## src/rtl/pfe_pkg.sv

```systemverilog
// Shared types, register indexes and helper functions of the path fitness evaluator.
package pfe_pkg;

  localparam int CFG_IDX_W = 3;

  localparam logic [CFG_IDX_W-1:0] REG_LON_MAX     = 3'd0;
  localparam logic [CFG_IDX_W-1:0] REG_LON_MIN     = 3'd1;
  localparam logic [CFG_IDX_W-1:0] REG_LAT_MAX     = 3'd2;
  localparam logic [CFG_IDX_W-1:0] REG_LAT_MIN     = 3'd3;
  localparam logic [CFG_IDX_W-1:0] REG_VALUE_MIN   = 3'd4;
  localparam logic [CFG_IDX_W-1:0] REG_VALUE_SCALE = 3'd5;

  localparam logic [23:0] VALUE_SCALE_RESET = 24'd65536;

  localparam int STEPS  = 32;
  localparam int STEP_W = 5;

  typedef enum logic [1:0] {
    OP_MUL,
    OP_SQRT,
    OP_DIV
  } pfe_op_t;

  typedef enum logic [3:0] {
    ST_IDLE,
    ST_RMUL_X,
    ST_RMUL_Y,
    ST_RSUM,
    ST_RSQRT,
    ST_EMUL_X,
    ST_EMUL_Y,
    ST_ESUM,
    ST_ESQRT,
    ST_EDIV,
    ST_EDIVW,
    ST_EADD,
    ST_VMUL,
    ST_VADD,
    ST_DONE
  } pfe_state_t;

  typedef struct packed {
    logic [30:0]        rx;
    logic [30:0]        ry;
    logic signed [23:0] value_min;
    logic [23:0]        value_scale;
    logic               region_wr;
  } pfe_cfg_t;

  typedef struct packed {
    logic               start;
    pfe_op_t            op;
    logic signed [32:0] mul_a;
    logic signed [32:0] mul_b;
    logic [63:0]        sq_in;
    logic [31:0]        div_num;
    logic [31:0]        div_den;
  } pfe_cmd_t;

  typedef struct packed {
    logic               busy;
    logic               done;
    logic signed [65:0] product;
    logic [31:0]        root;
  } pfe_rsp_t;

  typedef struct packed {
    logic               valid;
    logic signed [31:0] score;
    logic               saturated;
  } pfe_result_t;

  function automatic logic [30:0] absdiff_half(input logic signed [31:0] a,
                                               input logic signed [31:0] b);
    logic signed [32:0] d;
    logic [32:0]        m;
    d = 33'(a) - 33'(b);
    m = d[32] ? 33'(-d) : 33'(d);
    return m[31:1];
  endfunction

endpackage

```

## src/rtl/pfe_cfg.sv

```systemverilog
// Configuration registers and derived region half-spans.
module pfe_cfg (
  input  logic                           clk,
  input  logic                           rst,
  input  logic                           cfg_we,
  input  logic [pfe_pkg::CFG_IDX_W-1:0]  cfg_index,
  input  logic [31:0]                    cfg_data,
  output pfe_pkg::pfe_cfg_t              cfg
);

  logic signed [31:0] lon_max;
  logic signed [31:0] lon_min;
  logic signed [31:0] lat_max;
  logic signed [31:0] lat_min;
  logic signed [23:0] value_min;
  logic [23:0]        value_scale;

  always_ff @(posedge clk) begin
    if (rst) begin
      lon_max     <= '0;
      lon_min     <= '0;
      lat_max     <= '0;
      lat_min     <= '0;
      value_min   <= '0;
      value_scale <= pfe_pkg::VALUE_SCALE_RESET;
    end else if (cfg_we) begin
      unique case (cfg_index)
        pfe_pkg::REG_LON_MAX:     lon_max     <= cfg_data;
        pfe_pkg::REG_LON_MIN:     lon_min     <= cfg_data;
        pfe_pkg::REG_LAT_MAX:     lat_max     <= cfg_data;
        pfe_pkg::REG_LAT_MIN:     lat_min     <= cfg_data;
        pfe_pkg::REG_VALUE_MIN:   value_min   <= cfg_data[23:0];
        pfe_pkg::REG_VALUE_SCALE: value_scale <= cfg_data[23:0];
        default: ;
      endcase
    end
  end

  always_comb begin
    cfg.rx          = pfe_pkg::absdiff_half(lon_max, lon_min);
    cfg.ry          = pfe_pkg::absdiff_half(lat_max, lat_min);
    cfg.value_min   = value_min;
    cfg.value_scale = value_scale;
    cfg.region_wr   = cfg_we && (cfg_index == pfe_pkg::REG_LON_MAX ||
                                 cfg_index == pfe_pkg::REG_LON_MIN ||
                                 cfg_index == pfe_pkg::REG_LAT_MAX ||
                                 cfg_index == pfe_pkg::REG_LAT_MIN);
  end

endmodule

```

## config.mk

```make
export PLATFORM = sky130hd
export DESIGN_NAME = pfe_cfg
export DESIGN_NICKNAME = d
export VERILOG_FILES = /design/src/rtl/pfe_pkg.sv /design/src/rtl/pfe_cfg.sv
export SDC_FILE = /design/constraint.sdc
export NUM_CORES = 1
export LEC_CHECK = 0
export BUFFER_PORTS_ARGS = -buffer_cell sky130_fd_sc_hd__clkbuf_2
export CAP_MARGIN = 20
export CORE_UTILIZATION = 30
export CTS_CLUSTER_SIZE = 25
export DETAILED_ROUTE_END_ITERATION = 12
export PLACE_DENSITY_LB_ADDON = 0.25
export SETUP_SLACK_MARGIN = 0.3
export SLEW_MARGIN = 20
export SYNTH_ARGS = -nofsm -noshare
export SYNTH_HDL_FRONTEND = slang
export SYNTH_SLANG_ARGS = --single-unit
export TNS_END_PERCENT = 30
```

## constraint.sdc

```tcl
create_clock -name clk -period 7.6 [get_ports clk]
set_input_delay 0.38 -clock clk [delete_from_list [all_inputs] [get_ports clk]]
set_output_delay 0.38 -clock clk [all_outputs]
set_load 0.01 [all_outputs]
```

==> impl_metrics.csv <==
group,metric,value,unit
cts,cts_sinks,176,
floorplan,die-area,39600,um^2
cts,cts_tree,"yes",
synth,syn_nets,1707,
grt,grt_pass1_vias,10800,
routing,wl,35500,um
sta,rsz0062_at_grt,"false",
cts,cts_root_buf,"clkbuf_16",
cts,hold_buffers,0,
critical_path,worst-setup-path-type,"reg -> out",
routing,viasPerCell,5.06,
synth,synth_seq_cells,176,
critical_path,slowest_delay,0.42,ns
floorplan,core-area,37900,um^2
floorplan,row_count,71,
grt,grt_max_degree,99,
finish,drive_gt1_frac,0.140,
synth,ys.flop_type,"dfxtp_1",
routing,via_count,11200,
cts,ctsHtreeMaxLevel,4,
synth,yosysWarnings,0,
finish,fin_cells,2210,
synth,synth_cell_type_count,97,
run_status,status,"finished, final reports clean",
routing,drtAntennaViolNets,0,
flow_run,cap_violations,0,
cts,postCtsSetupBuffers,0,
synth,avgSynthCellArea,7.28,um^2
placed_design,io_buffers,148,
cts,clk_path_buf_depth,2,
routing,drc,0,
floorplan,pin_count,149,
critical_path,worst-endpoint-arrival,4.34,ns
placed_design,dp.cells,2179,
grt,grt_usage,0.182,
routing,first_iter_violations,585,
hold_path,hp-class,"in -> reg",
sta,period_share,0.621,
critical_path,critPathLaunchType,"flip-flop",
critical_path,slowest_stage,"or4_4",
cts,cts_resized,0,
finish,n_antenna_cell,0,
grt,grt_pass1_wl,56900,um
critical_path,path_cells,"inv_1, ha_1, inv_1, fa_1, a21o_1, a221oi_2, or4_1, a31oi_2, and3_1, or4_4, nand4_2, a31oi_2, a31oi_1, xor2_1, clkbuf_2",
critical_path,worstPathRequired,7.22,ns
routing,wl_per_cell,16.1,um
sta,tightest_slew,1.06,ns
cts,insertion_delay,0.43,ns
sta,fin_setup_tns,0,ns
synth,syn_inst,1601,
sta,clock_skew,0,ns
placed_design,routabilityCongestion,0.828,
synth,netlist_top_cells_area,"dfxtp_1 (30%), nand2_1 (14%), a21oi_1 (11%), ha_1 (7.1%), xnor2_1 (5.6%)",
floorplan,fp.dieW,199,um
finish,mostFrequentLayoutCells,"nand2_1 (434), a21oi_1 (254), dfxtp_1 (176)",
critical_path,end_kind,"output port",
pwr,leakagePower,0.00523,uW
sta,slew_headroom,0.290,
sta,hold_viol,0,
synth,ys_async_sr_fraction,0,
routing,dr.pass1.iters,5,
grt,antenna_found_initial,0,
placed_design,dpl.hpwl,26400,um
sta,period_needed,4.72,ns
critical_path,cp_max_fo,21,
floorplan,die_y,199,um
finish,nNetsFinal,1793,
grt,gr-total-overflow,0,
synth,syn_area,11700,um^2
sta,finalSetupViolations,0,
synth,synth_top_area_frac,0.302,
pwr,power_density,234,nW/um^2
cts,numCtsBuffers,17,
finish,area_growth,14.3,%
synth,synth.largest_area_cell,"dfxtp_1",
pwr,ir_worst_vdd,0.000149,V
floorplan,initial_core_util,0.307,
cts,clk_pin_slew,0.07,ns
sta,maxSlewViolCount,0,
synth,synth-edff-count,0,
synth,ys_seq_area_frac,0.302,
sta,max_freq,0.212,GHz
finish,final_common_cell,"nand2_1",
state kept, by name (all words and copies together) (netlist names):
name and count:
lon_min 32, value_scale 24, value_min 24, lat_min 32, lon_max 32, lat_max 32
area by class of cell:
type | count | area (um^2)
clock buffers | 22 | 464
clock inverters | 9 | 109
fillers | 4110 | 24600
inverters | 82 | 308
multi-input cells | 1254 | 7470
flip-flops and latches | 176 | 3520
well taps | 511 | 639
repair buffers | 156 | 803
routing by layer:
layer,up-vias,global-route usage,routed length [um]
li1,5643,-,-
met1,5292,0.234,16400
met2,226,0.312,16900
met3,22,0.0361,1790
met4,0,0.0390,381
met5,-,0,0
worst paths after layout:
| kind | start | end | slack [ns] | cells past startpoint |
|---|---|---|---|---|
| max | lat_max[0] | cfg[52] | 2.88 | 15 |
| min | cfg_data[24] | lon_min[24] | 0.22 | 3 |
| min reg2reg | lon_min[24] | lon_min[24] | 0.45 | 2 |
| max reg2reg | lat_max[1] | lat_max[1] | 6.90 | 2 |
cells by family after synthesis:
group | share of synthesized area
flip-flops | 0.302
adder cells (fa/ha/maj) | 0.0743
buffers and inverters | 0.0579
XOR/XNOR | 0.0817
AO/OA/AOI/OAI | 0.236
multiplexers | 0.00268
AND/OR/NAND/NOR | 0.245
through the flow:
stage                     area, um^2  total power (uW)  hold slack, ns  worst slack [ns]  utilization
final                          13300              3120           0.215              2.88        0.351
after global routing           13300              3340           0.209              2.43        0.351
after CTS                      13300              3160           0.205              2.85        0.351
after detailed placement       12700              2290           0.446              3.35        0.336
after global placement         12700              2280           0.441              3.41        0.336
after floorplan                11700              1870           0.436              4.09            -
report_power, final:
| group | switching, uW | total (uW) | internal [uW] | leakage (uW) |
|---|---|---|---|---|
| Clock | 374 | 874 | 500 | 0.000269 |
| Combinational | 771 | 1300 | 525 | 0.00354 |
| Sequential | 10.9 | 953 | 942 | 0.00142 |
| Total | 1160 | 3120 | 1970 | 0.00523 |
critical path, delay by kind of cell, from the launching register on:
family          cells  cell delay, ns
fa+ha+maj           2            0.57
simple gates        4            1.03
flops               1            0.32
xor+xnor            1            0.21
compound gates      5            1.53
buf+inv             3            0.28
synthesized netlist by cell type (7+ instances only):
cell      instances
xor2_1           30
a31oi_1          17
a21o_1           18
xnor2_1          75
nor2b_1           8
nand2_1         434
a21oi_1         254
dfxtp_1         176
o21ai_0          44
clkbuf_1         74
and2_1           17
nand3_1          17
o21a_1           13
nand4_1          16
ha_1             66
nor2_1           52
buf_2            11
o21ai_1           7
or3_1            14
inv_1            82
nor3_1           17
and3_1           11
a211oi_1          9
(Power assumes the default switching activity.)
