--- src/rtl/pfe_pkg.sv ---
// Shared types, register indexes and helper functions of the path fitness evaluator.
package pfe_pkg;

  localparam int CFG_IDX_W = 3;

  localparam logic [CFG_IDX_W-1:0] REG_LON_MAX     = 3'd0;
  localparam logic [CFG_IDX_W-1:0] REG_LON_MIN     = 3'd1;
  localparam logic [CFG_IDX_W-1:0] REG_LAT_MAX     = 3'd2;
  localparam logic [CFG_IDX_W-1:0] REG_LAT_MIN     = 3'd3;
  localparam logic [CFG_IDX_W-1:0] REG_VALUE_MIN   = 3'd4;
  localparam logic [CFG_IDX_W-1:0] REG_VALUE_SCALE = 3'd5;

  localparam logic [23:0] VALUE_SCALE_RESET = 24'd65536;

  localparam int STEPS  = 32;
  localparam int STEP_W = 5;

  typedef enum logic [1:0] {
    OP_MUL,
    OP_SQRT,
    OP_DIV
  } pfe_op_t;

  typedef enum logic [3:0] {
    ST_IDLE,
    ST_RMUL_X,
    ST_RMUL_Y,
    ST_RSUM,
    ST_RSQRT,
    ST_EMUL_X,
    ST_EMUL_Y,
    ST_ESUM,
    ST_ESQRT,
    ST_EDIV,
    ST_EDIVW,
    ST_EADD,
    ST_VMUL,
    ST_VADD,
    ST_DONE
  } pfe_state_t;

  typedef struct packed {
    logic [30:0]        rx;
    logic [30:0]        ry;
    logic signed [23:0] value_min;
    logic [23:0]        value_scale;
    logic               region_wr;
  } pfe_cfg_t;

  typedef struct packed {
    logic               start;
    pfe_op_t            op;
    logic signed [32:0] mul_a;
    logic signed [32:0] mul_b;
    logic [63:0]        sq_in;
    logic [31:0]        div_num;
    logic [31:0]        div_den;
  } pfe_cmd_t;

  typedef struct packed {
    logic               busy;
    logic               done;
    logic signed [65:0] product;
    logic [31:0]        root;
  } pfe_rsp_t;

  typedef struct packed {
    logic               valid;
    logic signed [31:0] score;
    logic               saturated;
  } pfe_result_t;

  function automatic logic [30:0] absdiff_half(input logic signed [31:0] a,
                                               input logic signed [31:0] b);
    logic signed [32:0] d;
    logic [32:0]        m;
    d = 33'(a) - 33'(b);
    m = d[32] ? 33'(-d) : 33'(d);
    return m[31:1];
  endfunction

endpackage

--- src/rtl/pfe_unit.sv ---
// Shared arithmetic unit: one multiplier and one compare-subtract for root and divide.
module pfe_unit (
  input  logic              clk,
  input  logic              rst,
  input  pfe_pkg::pfe_cmd_t cmd,
  output pfe_pkg::pfe_rsp_t rsp
);

  logic                       running;
  logic                       done;
  logic [pfe_pkg::STEP_W-1:0] count;
  pfe_pkg::pfe_op_t           op_r;

  logic [63:0]        x;
  logic [63:0]        res;
  logic [63:0]        bitr;
  logic [31:0]        den_r;
  logic signed [65:0] product;

  logic signed [32:0] ma;
  logic signed [32:0] mb;
  logic signed [65:0] mult;
  logic [63:0]        cs_a;
  logic [63:0]        cs_b;
  logic [63:0]        diff;
  logic               borrow;
  logic               geq;

  assign ma   = cmd.mul_a;
  assign mb   = cmd.mul_b;
  assign mult = ma * mb;

  always_comb begin
    cs_a = x;
    cs_b = res + bitr;
    if (op_r == pfe_pkg::OP_DIV) begin
      cs_a = {31'b0, x[31:0], bitr[31]};
      cs_b = {32'b0, den_r};
    end
    {borrow, diff} = {1'b0, cs_a} - {1'b0, cs_b};
    geq = !borrow;
  end

  always_ff @(posedge clk) begin
    if (rst) begin
      running <= 1'b0;
      done    <= 1'b0;
      count   <= '0;
      op_r    <= pfe_pkg::OP_MUL;
    end else begin
      done <= 1'b0;
      if (cmd.start) begin
        op_r <= cmd.op;
        if (cmd.op != pfe_pkg::OP_MUL) begin
          running <= 1'b1;
          count   <= pfe_pkg::STEP_W'(pfe_pkg::STEPS - 1);
        end
      end else if (running) begin
        count <= count - 1'b1;
        if (count == '0) begin
          running <= 1'b0;
          done    <= 1'b1;
        end
      end
    end
  end

  always_ff @(posedge clk) begin
    if (cmd.start) begin
      unique case (cmd.op)
        pfe_pkg::OP_MUL: product <= mult;
        pfe_pkg::OP_SQRT: begin
          x    <= cmd.sq_in;
          res  <= '0;
          bitr <= 64'h4000_0000_0000_0000;
        end
        pfe_pkg::OP_DIV: begin
          x     <= {48'b0, cmd.div_num[31:16]};
          res   <= '0;
          bitr  <= {32'b0, cmd.div_num[15:0], 16'b0};
          den_r <= cmd.div_den;
        end
        default: ;
      endcase
    end else if (running) begin
      if (op_r == pfe_pkg::OP_DIV) begin
        x    <= geq ? diff : cs_a;
        res  <= {res[62:0], geq};
        bitr <= bitr << 1;
      end else begin
        if (geq) begin
          x   <= diff;
          res <= (res >> 1) + bitr;
        end else begin
          res <= res >> 1;
        end
        bitr <= bitr >> 2;
      end
    end
  end

  always_comb begin
    rsp.busy    = running;
    rsp.done    = done;
    rsp.product = product;
    rsp.root    = res[31:0];
  end

endmodule

--- config.mk ---
export PLATFORM = sky130hd
export DESIGN_NAME = pfe_unit
export DESIGN_NICKNAME = d
export VERILOG_FILES = /design/src/rtl/pfe_pkg.sv /design/src/rtl/pfe_unit.sv
export SDC_FILE = /design/constraint.sdc
export NUM_CORES = 2
export LEC_CHECK = 0
export BUFFER_PORTS_ARGS = -buffer_cell sky130_fd_sc_hd__buf_4
export CORE_ASPECT_RATIO = 1.75
export CORE_MARGIN = 10
export CORE_UTILIZATION = 25
export CTS_CLUSTER_DIAMETER = 150
export DETAILED_ROUTE_END_ITERATION = 10
export GPL_TIMING_DRIVEN = 0
export SLEW_MARGIN = 20
export SYNTH_ARGS = -nofsm -noshare
export SYNTH_HDL_FRONTEND = slang
export SYNTH_SLANG_ARGS = --single-unit
export TNS_END_PERCENT = 100
--- constraint.sdc ---
create_clock -name clk -period 12.25 [get_ports clk]
set_clock_uncertainty 0.1 [all_clocks]
set_input_delay 2.45 -clock clk [delete_from_list [all_inputs] [get_ports clk]]
set_output_delay 2.45 -clock clk [all_outputs]
set_load 0.1 [all_outputs]
==> results.tsv <==
stage	metric	value	unit
routing	ant_nets	0	
final_layout	drive_above_1_share	7.71	%
sta	worstMarginPinSlew	1.29	ns
clock_tree	clock_path_buffers	3	
die	die_h	682	um
global_routing	grt_pass1_vias	56400	
routing	drc	0	
routing	dr.max_layer_used	met5	
final_layout	syn_to_final_growth	13.1	%
routing	routedLengthMet1	89400	um
clock_tree	cts_setup_buffers	0	
die	die_area	271000	um^2
setup_path	crit_required	12.53	ns
routing	wl_met3	15700	um
routing	wl_per_cell	28.6	um
die	ios	299	
clock_tree	clkTransAtPathRegs	0.06	ns
yosys	netlist_instances	6782	
sta	relSlewSlack	14.1	%
global_routing	overflow	0	
yosys	yosysWarnings	0	
sta	final-hold-violation-count	0	
yosys	ys_ff_latch	299	
routing	drt_first_pass_iters	5	
die	start_util	25.2	%
setup_path	cpMaxStageDelayCell	fa_1	
routing	num_vias	51100	
yosys	syn_avg_cell_area	9.23	um^2
sta	slew_viol_final	0	
placed_design	placed_area	69200	um^2
yosys	ys.flop_type	edfxtp_1	
sta	setup_viol	0	
yosys	ys_seq_area_share	14.2	%
setup_path	start_kind	primary input	
global_routing	grt_pass1_wl	416000	um
setup_path	path_buf_inv	6	
final_layout	finalNetCount	8885	
routing	routed_wl	300000	um
yosys	ys_types	97	
setup_path	critPathTopFamily	adder cells	
job	maxCapViolCount	0	
clock_tree	ctsHoldBuffers	0	
die	core	249000	um^2
routing	via_per_inst	4.88	
placed_design	io_buffers	297	
clock_tree	cts_sinks	299	
setup_path	cp-end-kind	flip-flop	
setup_path	critPathMostFrequentCell	fa_1	
yosys	synth_edf_count	290	
global_routing	antenna_found_initial	40	
yosys	yosys-top-cells-count	inv_1, fa_1, nand2_1	
clock_tree	cts_buffers	40	
sta	fin_tns_setup	0	ns
yosys	synth_area	62600	um^2
yosys	yosysMostFrequentCell	inv_1	
yosys	ys_async_sr_fraction	0	%
clock_tree	cts_tree	built	
setup_path	crit_type	in -> reg	
die	row_count	242	
setup_path	max_stage_delay	0.85	ns
global_routing	track_usage	21.7	%
sta	period_needed	12.25	ns
clock_tree	clk_latency	0.65	ns
routing	wl_met2	157000	um
clock_tree	h-tree-depth	2	
routing	dr.first_iter.drc_count	2796	
final_layout	num-fill-cells	26600	
final_layout	final_area	70800	um^2
yosys	synth_nets	8541	
clock_tree	clk_root_buffer_cell	clkbuf_16	
status	outcome	complete, no violations	
clock_tree	cts-resized-gates	19	
yosys	synth_top_area_share	36.7	%
die	dieWidth	398	um
yosys	ys_top_cells_by_area	fa_1, edfxtp_1, ha_1	
yosys	yosysTopAreaCell	fa_1	
sta	final.period_utilization	100	%
placed_design	place_hpwl	257000	um
global_routing	grt_max_degree	41	
hold_path	hold_class	reg -> reg	
sta	max_freq	0.0817	GHz
setup_path	cp_max_fo	10	
setup_path	arrival	12.53	ns
placed_design	gp_congestion	1.06	
==> tightest hold or removal path, stage by stage (launching register included) <==
cell and delay, ns:
dfxtp_1 0.32, nand2b_1 0.10, a21oi_1 0.07
==> sequential cells by signal, indices dropped and copies added (netlist names) <==
register / flops
product: 66
bitr: 64
res: 64
x: 64
den_r: 32
count: 5
op_r: 2
done: 1
running: 1
==> metal layers <==
metal,global-route usage [%],vias to the layer above
met3,3.53,832
li1,-,22200
met5,0,-
met2,40.7,1940
met1,19.1,26200
met4,21.1,6
==> final timing paths <==
path	startpoint	endpoint	cells after the start	slack, ns
max	cmd[141]	product[64]$_DFFE_PP_	27	0.004
min	op_r[1]$_SDFFE_PP0P_	op_r[1]$_SDFFE_PP0P_	2	0.44
min reg2reg	op_r[1]$_SDFFE_PP0P_	op_r[1]$_SDFFE_PP0P_	2	0.44
max reg2reg	res[0]$_SDFFCE_PP0P_	x[60]$_DFFE_PP_	27	2.70
==> area by class of cell <==
type	count	area [um^2]	share of cell area [%]
Tap cell	3294	4120	5.82
Inverter	1177	4420	6.24
Clock inverter	33	394	0.557
Multi-Input combinational cell	4935	47800	67.6
Timing Repair Buffer	306	2440	3.45
Buffer	367	1630	2.31
Antenna cell	20	50.0	0.0707
Clock buffer	40	1000	1.41
Sequential cell	299	8890	12.6
==> stage by stage <==
stage,std cells,utilization (%),hold WS [ns],setup slack [ns]
floorplan,6782,-,0.379,1.96
global placement,10400,27.7,0.402,-3.96
detailed placement,10400,27.8,0.429,-1.35
CTS,10500,28.4,0.438,0.00763
global route,10500,28.4,0.474,-0.0129
finish,10500,28.5,0.438,0.00387
==> placed cells by master (no fill, tap or decap), drive strengths merged, types with 32 or more instances in the layout <==
cell type	n
xnor2	157
nand3	37
nand2b	43
nor2b	33
a21oi	321
o21bai	34
nand2	917
xor2	91
edfxtp	290
and3	34
fa	1148
nand4	32
nor2	184
buf	364
inv	1185
ha	412
a21o	170
mux2i	42
a211oi	36
and2	599
a22o	89
o21ai	245
clkbuf	346
==> cells by family after synthesis <==
group / share of synthesized area [%]
AOI/OAI and AO/OA: 12.0
muxes: 0.708
adders and majority gates: 45.0
xor gates and xnor gates: 3.47
and+or+nand+nor: 15.2
buffers and inverters: 9.53
DFF: 14.2
Power is left out: the tool's default activity adds up to more than one toggle a clock period on the data nets, which glitch-free logic cannot reach.
