==> src/rtl/pfe_pkg.sv <==
// Shared types, register indexes and helper functions of the path fitness evaluator.
package pfe_pkg;

  localparam int CFG_IDX_W = 3;

  localparam logic [CFG_IDX_W-1:0] REG_LON_MAX     = 3'd0;
  localparam logic [CFG_IDX_W-1:0] REG_LON_MIN     = 3'd1;
  localparam logic [CFG_IDX_W-1:0] REG_LAT_MAX     = 3'd2;
  localparam logic [CFG_IDX_W-1:0] REG_LAT_MIN     = 3'd3;
  localparam logic [CFG_IDX_W-1:0] REG_VALUE_MIN   = 3'd4;
  localparam logic [CFG_IDX_W-1:0] REG_VALUE_SCALE = 3'd5;

  localparam logic [23:0] VALUE_SCALE_RESET = 24'd65536;

  localparam int STEPS  = 32;
  localparam int STEP_W = 5;

  typedef enum logic [1:0] {
    OP_MUL,
    OP_SQRT,
    OP_DIV
  } pfe_op_t;

  typedef enum logic [3:0] {
    ST_IDLE,
    ST_RMUL_X,
    ST_RMUL_Y,
    ST_RSUM,
    ST_RSQRT,
    ST_EMUL_X,
    ST_EMUL_Y,
    ST_ESUM,
    ST_ESQRT,
    ST_EDIV,
    ST_EDIVW,
    ST_EADD,
    ST_VMUL,
    ST_VADD,
    ST_DONE
  } pfe_state_t;

  typedef struct packed {
    logic [30:0]        rx;
    logic [30:0]        ry;
    logic signed [23:0] value_min;
    logic [23:0]        value_scale;
    logic               region_wr;
  } pfe_cfg_t;

  typedef struct packed {
    logic               start;
    pfe_op_t            op;
    logic signed [32:0] mul_a;
    logic signed [32:0] mul_b;
    logic [63:0]        sq_in;
    logic [31:0]        div_num;
    logic [31:0]        div_den;
  } pfe_cmd_t;

  typedef struct packed {
    logic               busy;
    logic               done;
    logic signed [65:0] product;
    logic [31:0]        root;
  } pfe_rsp_t;

  typedef struct packed {
    logic               valid;
    logic signed [31:0] score;
    logic               saturated;
  } pfe_result_t;

  function automatic logic [30:0] absdiff_half(input logic signed [31:0] a,
                                               input logic signed [31:0] b);
    logic signed [32:0] d;
    logic [32:0]        m;
    d = 33'(a) - 33'(b);
    m = d[32] ? 33'(-d) : 33'(d);
    return m[31:1];
  endfunction

endpackage

==> src/rtl/pfe_seq.sv <==
// Sequencer: walks each node through the shared unit and keeps the path score.
module pfe_seq #(
  parameter int MAX_PATH_NODES = 64
) (
  input  logic                 clk,
  input  logic                 rst,
  input  logic                 in_valid,
  output logic                 in_ready,
  input  logic signed [31:0]   node_lat,
  input  logic signed [31:0]   node_lon,
  input  logic signed [23:0]   node_value,
  input  logic                 last_node,
  input  pfe_pkg::pfe_cfg_t    cfg,
  input  pfe_pkg::pfe_rsp_t    ursp,
  output pfe_pkg::pfe_cmd_t    ucmd,
  input  logic                 out_free,
  output pfe_pkg::pfe_result_t res
);

  localparam int CNT_W = $clog2(MAX_PATH_NODES + 1);

  pfe_pkg::pfe_state_t state;
  pfe_pkg::pfe_state_t state_next;

  logic               have_prev;
  logic               sat;
  logic signed [31:0] acc;
  logic [CNT_W-1:0]   count;
  logic [CNT_W-1:0]   count_inc;
  logic               dd_valid;

  logic signed [31:0] prev_lat;
  logic signed [31:0] prev_lon;
  logic [30:0]        dx;
  logic [30:0]        dy;
  logic signed [24:0] vdiff;
  logic               final_r;
  logic [62:0]        sq_sum;
  logic [31:0]        dd;
  logic [31:0]        quo;

  logic               accept;
  logic               clamp;
  logic signed [33:0] edge_term;
  logic signed [32:0] vterm;
  logic signed [33:0] add_term;
  logic [32:0]        add_out;

  function automatic logic [32:0] sat_add(input logic signed [31:0] a,
                                          input logic signed [33:0] t);
    logic signed [34:0] s;
    s = 35'(a) + 35'(t);
    if (s > 35'sh0_7FFF_FFFF) begin
      return {1'b1, 32'h7FFF_FFFF};
    end else if (s < -35'sh0_8000_0000) begin
      return {1'b1, 32'h8000_0000};
    end
    return {1'b0, s[31:0]};
  endfunction

  assign accept    = in_valid && in_ready;
  assign count_inc = count + CNT_W'(1);
  assign clamp     = (dd == '0) || ({16'b0, ursp.root[31:16]} >= dd);
  assign edge_term = 34'sd65536 - $signed({2'b0, quo});
  assign vterm     = ursp.product[48:16];
  assign add_term  = (state == pfe_pkg::ST_EADD) ? edge_term : 34'(vterm);
  assign add_out   = sat_add(acc, add_term);

  always_comb begin
    state_next    = state;
    ucmd          = '0;
    ucmd.div_num  = ursp.root;
    ucmd.div_den  = dd;
    in_ready      = (state == pfe_pkg::ST_IDLE);
    res.valid     = (state == pfe_pkg::ST_DONE);
    res.score     = acc;
    res.saturated = sat;
    unique case (state)
      pfe_pkg::ST_IDLE: begin
        if (in_valid) begin
          if (have_prev) begin
            state_next = dd_valid ? pfe_pkg::ST_EMUL_X : pfe_pkg::ST_RMUL_X;
          end else begin
            state_next = pfe_pkg::ST_VMUL;
          end
        end
      end
      pfe_pkg::ST_RMUL_X: begin
        ucmd.start = 1'b1;
        ucmd.op    = pfe_pkg::OP_MUL;
        ucmd.mul_a = {2'b0, cfg.rx};
        ucmd.mul_b = {2'b0, cfg.rx};
        state_next = pfe_pkg::ST_RMUL_Y;
      end
      pfe_pkg::ST_RMUL_Y: begin
        ucmd.start = 1'b1;
        ucmd.op    = pfe_pkg::OP_MUL;
        ucmd.mul_a = {2'b0, cfg.ry};
        ucmd.mul_b = {2'b0, cfg.ry};
        state_next = pfe_pkg::ST_RSUM;
      end
      pfe_pkg::ST_RSUM: begin
        ucmd.start = 1'b1;
        ucmd.op    = pfe_pkg::OP_SQRT;
        ucmd.sq_in = 64'(sq_sum) + 64'(ursp.product[61:0]);
        state_next = pfe_pkg::ST_RSQRT;
      end
      pfe_pkg::ST_RSQRT: begin
        if (ursp.done) begin
          state_next = pfe_pkg::ST_EMUL_X;
        end
      end
      pfe_pkg::ST_EMUL_X: begin
        ucmd.start = 1'b1;
        ucmd.op    = pfe_pkg::OP_MUL;
        ucmd.mul_a = {2'b0, dx};
        ucmd.mul_b = {2'b0, dx};
        state_next = pfe_pkg::ST_EMUL_Y;
      end
      pfe_pkg::ST_EMUL_Y: begin
        ucmd.start = 1'b1;
        ucmd.op    = pfe_pkg::OP_MUL;
        ucmd.mul_a = {2'b0, dy};
        ucmd.mul_b = {2'b0, dy};
        state_next = pfe_pkg::ST_ESUM;
      end
      pfe_pkg::ST_ESUM: begin
        ucmd.start = 1'b1;
        ucmd.op    = pfe_pkg::OP_SQRT;
        ucmd.sq_in = 64'(sq_sum) + 64'(ursp.product[61:0]);
        state_next = pfe_pkg::ST_ESQRT;
      end
      pfe_pkg::ST_ESQRT: begin
        if (ursp.done) begin
          state_next = pfe_pkg::ST_EDIV;
        end
      end
      pfe_pkg::ST_EDIV: begin
        if (clamp) begin
          state_next = pfe_pkg::ST_EADD;
        end else begin
          ucmd.start = 1'b1;
          ucmd.op    = pfe_pkg::OP_DIV;
          state_next = pfe_pkg::ST_EDIVW;
        end
      end
      pfe_pkg::ST_EDIVW: begin
        if (ursp.done) begin
          state_next = pfe_pkg::ST_EADD;
        end
      end
      pfe_pkg::ST_EADD: begin
        state_next = pfe_pkg::ST_VMUL;
      end
      pfe_pkg::ST_VMUL: begin
        ucmd.start = 1'b1;
        ucmd.op    = pfe_pkg::OP_MUL;
        ucmd.mul_a = 33'(vdiff);
        ucmd.mul_b = {9'b0, cfg.value_scale};
        state_next = pfe_pkg::ST_VADD;
      end
      pfe_pkg::ST_VADD: begin
        state_next = final_r ? pfe_pkg::ST_DONE : pfe_pkg::ST_IDLE;
      end
      pfe_pkg::ST_DONE: begin
        if (out_free) begin
          state_next = pfe_pkg::ST_IDLE;
        end
      end
      default: state_next = pfe_pkg::ST_IDLE;
    endcase
  end

  always_ff @(posedge clk) begin
    if (rst) begin
      state     <= pfe_pkg::ST_IDLE;
      have_prev <= 1'b0;
      sat       <= 1'b0;
      acc       <= '0;
      count     <= '0;
      dd_valid  <= 1'b0;
    end else begin
      state <= state_next;
      if (cfg.region_wr) begin
        dd_valid <= 1'b0;
      end else if (state == pfe_pkg::ST_RSQRT && ursp.done) begin
        dd_valid <= 1'b1;
      end
      if (accept) begin
        have_prev <= 1'b1;
        count     <= count_inc;
      end
      if (state == pfe_pkg::ST_EADD || state == pfe_pkg::ST_VADD) begin
        acc <= add_out[31:0];
        if (add_out[32]) begin
          sat <= 1'b1;
        end
      end
      if (state == pfe_pkg::ST_DONE && out_free) begin
        have_prev <= 1'b0;
        sat       <= 1'b0;
        acc       <= '0;
        count     <= '0;
      end
    end
  end

  always_ff @(posedge clk) begin
    if (accept) begin
      dx       <= pfe_pkg::absdiff_half(node_lon, prev_lon);
      dy       <= pfe_pkg::absdiff_half(node_lat, prev_lat);
      prev_lat <= node_lat;
      prev_lon <= node_lon;
      vdiff    <= 25'(node_value) - 25'(cfg.value_min);
      final_r  <= last_node || (count_inc == CNT_W'(MAX_PATH_NODES));
    end
    if (state == pfe_pkg::ST_RMUL_Y || state == pfe_pkg::ST_EMUL_Y) begin
      sq_sum <= 63'(ursp.product[61:0]);
    end
    if (state == pfe_pkg::ST_RSQRT && ursp.done) begin
      dd <= ursp.root;
    end
    if (state == pfe_pkg::ST_EDIV && clamp) begin
      quo <= '1;
    end
    if (state == pfe_pkg::ST_EDIVW && ursp.done) begin
      quo <= ursp.root;
    end
  end

endmodule

==> config.mk <==
export PLATFORM = sky130hd
export DESIGN_NAME = pfe_seq
export DESIGN_NICKNAME = d
export VERILOG_FILES = /design/src/rtl/pfe_pkg.sv /design/src/rtl/pfe_seq.sv
export SDC_FILE = /design/constraint.sdc
export NUM_CORES = 1
export LEC_CHECK = 0
export BUFFER_PORTS_ARGS = -buffer_cell sky130_fd_sc_hd__buf_2
export CORE_UTILIZATION = 48
export DETAILED_ROUTE_END_ITERATION = 6
export HOLD_SLACK_MARGIN = 0.12
export PLACE_DENSITY = 0.71
export SLEW_MARGIN = 20
export SYNTH_ARGS = -nofsm -noshare
export SYNTH_HDL_FRONTEND = slang
export SYNTH_SLANG_ARGS = --single-unit
==> constraint.sdc <==
create_clock -name clk -period 7.8 [get_ports clk]
set_input_delay 0.39 -clock clk [delete_from_list [all_inputs] [get_ports clk]]
set_output_delay 0.39 -clock clk [all_outputs]
set_load 0.005 [all_outputs]
==> out/qor.yml <==
route:
  routed_wl_mm: 85.7
  drt-wirelength-per-cell_um: 20.8
  via_per_inst: 5.91
  drc: 0
  drt_pre_antenna_iters: 5
  vias: 24385
  drt_iter0_drc: 1764
  postRouteAntennaNets: 0
power_and_ir_drop:
  pwr-share-seq_pct: 31.3
  irDropWorstVdd_v: 0.000163
  p_per_area_mw_per_mm2: 284
  p_int_mw: 5.32
  clockPowerShare_pct: 21.8
  p_sw_mw: 3.57
  pwr-share-comb_pct: 46.9
  p_sw_share_pct: 40.2
  p_leak_nw: 14.5
die:
  dieWidth_um: 232
  die-area_mm2: 0.0539
  core_area_mm2: 0.0518
  fp-row-count: 83
  start_util_pct: 49.1
  ios: 536
  fp.dieH_um: 232
sta:
  max_freq_ghz: 0.159
  final_hold_viol_count: 0
  fin_ws_ps: 1500
  fin_hold_ws_ps: 150
  slew_violations: 0
  finalSetupTns_ps: 0
  fin_crit_ps: 6300
  finClkSkew_ps: 13.0
  rsz0062_at_grt: "false"
  slew_headroom_pct: 39.0
  worstMarginPinSlew_ps: 910
  min_period_over_period_pct: 80.7
  setup_viol_count_final: 0
cells_and_area:
  layout_common_cells: "buf_2 (527), edfxtp_1 (278), nand2_1 (211)"
  postLayoutCellArea_mm2: 0.0313
  final_nets: 3923
  layout-drive-gt1-share_pct: 20.4
  fillerInstances: 4418
  mostFrequentLayoutCell: "buf_2"
  syn2layout_area_growth_pct: 23.2
grt:
  grt.total_usage_pct: 30.7
  grt_pass1_vias: 23383
  grt-ovfl-total: 0
  grt_first_pass_wirelength_mm: 129
  antenna_found_initial: 5
  grt_max_degree: 66
yosys:
  synth-simple-area-share_pct: 16.4
  synth_compound_area_share_pct: 23.2
  synthDistinctLibCells: 88
  synth_top_family_by_area: "compound AO/OA/AOI/OAI gates"
  syn-instance-count: 2806
  synth_seq_cells: 324
  seq_area_frac_synth_pct: 36.4
  netlist_area_mm2: 0.0254
  syn_area_per_cell_um2: 9.06
  yosysWarnings: 0
  synth_xor_area_share_pct: 7.68
  synth-async-reset-ratio_pct: 0
  synthAdderAreaFrac_pct: 10.4
  ys.flop_type: "edfxtp_1"
  synth_mux_area_share_pct: 0.566
  synth_edf_count: 278
clocking:
  cts.repair.resized: 0
  numCtsBuffers: 40
  postCtsSetupRepairBufs: 0
  cts-hold-fix-buffers: 156
  cts_root_buf: "clkbuf_16"
  clock-sinks: 324
  clkTransAtPathRegs_ps: 60
  clkLatencyLatePin_ps: 570
  cts_tree: "built"
  htree_levels: 2
  cts.path.max_buffers: 3
setup_path:
  worstPathArrival_ps: 6780
  crit_chain: "or3_1 -> or4_1 -> nor2_1 -> nand3_1 -> and2_1 -> nor4_1 -> nand2_1 -> nor3_1 -> xor2_1 -> o21ai_0 -> ha_1 -> and3_1 -> and2_1 -> nand3_1 -> o221ai_1 -> nor3_1 -> a21oi_1 -> a21oi_1 -> o21bai_1 -> o211a_1 -> buf_4 -> nand2_1 -> a21oi_1"
  rrSetupSlack_ps: 1500
  cp-start-kind: "flip-flop"
  path_common_cell: "a21oi_1"
  crit_type: "reg2reg"
  slowest_stage: "o211a_1"
  cp_max_fo: 17
  critPathBufInv: 1
  path_delay_family: "simple AND/OR/NAND/NOR gates"
  slowest_delay_ps: 600
  worstSetupEndpointType: "flip-flop"
  crit_required_ps: 8280
job:
  max_cap_viol_count: 0
status:
  status: "finished, final reports clean"
placement:
  gp_congestion: 0.953
  placed_cell_area_mm2: 0.0284
  io_buffers: 527
  post-place-ws_ps: 1540
  dp.final_hpwl_mm: 65.9
min_path:
  hold_path.class: "in2reg"
[worst reg2reg max path, stage by stage, from the launching register on]
cell      delay, ps
edfxtp_1        420
or3_1           420
or4_1           480
nor2_1          210
nand3_1         150
and2_1          220
nor4_1          450
nand2_1         280
nor3_1          240
xor2_1          230
o21ai_0         120
ha_1            380
and3_1          220
and2_1          160
nand3_1         100
o221ai_1        250
nor3_1           80
a21oi_1         420
a21oi_1          80
o21bai_1        150
o211a_1         600
buf_4           340
nand2_1          80
a21oi_1         160
[cells by family (layout without fill, tap and decap cells)]
family	count (synthesis)	after routing
simple gates	839	839
xor+xnor	223	223
buf+inv	317	949
flops	324	324
other cells	1	7
compound gates	879	879
mux	14	14
fa+ha+maj	209	209
[power by group through the flow]
stage                     Clock, mW  Sequential, mW  Combinational, mW
after floorplan                   0            2.73               2.83
after global placement            0            2.79               4.00
after detailed placement          0            2.79               4.03
after CTS                      1.97            2.77               4.14
after global routing           2.03            2.81               4.54
final                          1.94            2.78               4.18
[area by class of cell]
type / instances / area [um^2] / share of cell area (%)
sequential: 324 / 9270 / 29.6
inverter: 174 / 653 / 2.08
tap: 680 / 851 / 2.71
clock buffer: 51 / 1110 / 3.56
timing repair buffer: 703 / 4350 / 13.9
antenna: 4 / 10.0 / 0.0319
clock inverter: 21 / 221 / 0.707
multi-input combinational: 2167 / 14900 / 47.5
[sequential cells by signal (all words and copies together) (netlist names)]
| signal | cells |
|---|---|
| final_r | 1 |
| acc | 32 |
| dd_valid | 1 |
| dy | 31 |
| sq_sum | 62 |
| vdiff | 25 |
| dx | 31 |
| quo | 32 |
| state | 4 |
| prev_lon | 32 |
| sat | 1 |
| prev_lat | 32 |
| dd | 32 |
| count | 7 |
| have_prev | 1 |
[worst paths after layout]
| kind | startpoint | end | cells after the start |
|---|---|---|---|
| worst max-delay path | quo[3] | acc[10] | 23 |
| worst min-delay path | ursp[64] | sq_sum[32] | 1 |
| worst min register to register | sat | sat | 2 |
| worst max register to register | quo[3] | acc[10] | 23 |
[routing by layer]
layer	wire length (um)	vias up	part of all wire, %	track usage, %
met5	0	-	0	0
met4	3740	0	4.4	13.4
met3	6180	168	7.2	4.78
met2	40400	1106	47	52.1
met1	35400	11580	41	38.4
li1	-	11531	-	-
[metrics by stage]
stage	utilization (%)	cells	total power, mW
after floorplan	-	2808	5.56
after global placement	54.9	3892	6.79
after detailed placement	54.9	3892	6.82
after CTS	60.5	4120	8.88
after global routing	60.5	4124	9.38
final	60.5	4124	8.90
[synth_stat cells, types with 11 or more instances]
| cell type | count | share of area [%] |
|---|---|---|
| a211o_1 | 13 | 0.45 |
| a211oi_1 | 17 | 0.50 |
| a21boi_0 | 12 | 0.35 |
| a21o_1 | 154 | 4.5 |
| a21oi_1 | 206 | 4.1 |
| a221o_1 | 24 | 0.94 |
| a22o_1 | 21 | 0.72 |
| a22oi_1 | 27 | 0.80 |
| a31o_2 | 13 | 0.45 |
| a31oi_1 | 33 | 0.81 |
| and2_1 | 31 | 0.76 |
| and3_1 | 28 | 0.69 |
| and4_1 | 11 | 0.38 |
| buf_4 | 37 | 1.1 |
| clkbuf_1 | 94 | 1.4 |
| dfxtp_1 | 46 | 3.6 |
| edfxtp_1 | 278 | 33 |
| ha_1 | 204 | 10 |
| inv_1 | 174 | 2.6 |
| mux2i_1 | 11 | 0.43 |
| nand2_1 | 212 | 3.1 |
| nand2b_1 | 31 | 0.76 |
| nand3_1 | 63 | 1.2 |
| nand4_1 | 31 | 0.76 |
| nor2_1 | 208 | 3.1 |
| nor2b_1 | 31 | 0.76 |
| nor3_1 | 55 | 1.1 |
| nor4_1 | 22 | 0.54 |
| o211ai_1 | 17 | 0.50 |
| o21a_1 | 33 | 0.97 |
| o21ai_0 | 170 | 3.3 |
| o21bai_1 | 31 | 0.91 |
| o31ai_1 | 14 | 0.41 |
| or2_2 | 49 | 1.2 |
| or3_1 | 21 | 0.52 |
| xnor2_1 | 132 | 4.5 |
| xor2_1 | 91 | 3.1 |
(Power assumes the default switching activity.)
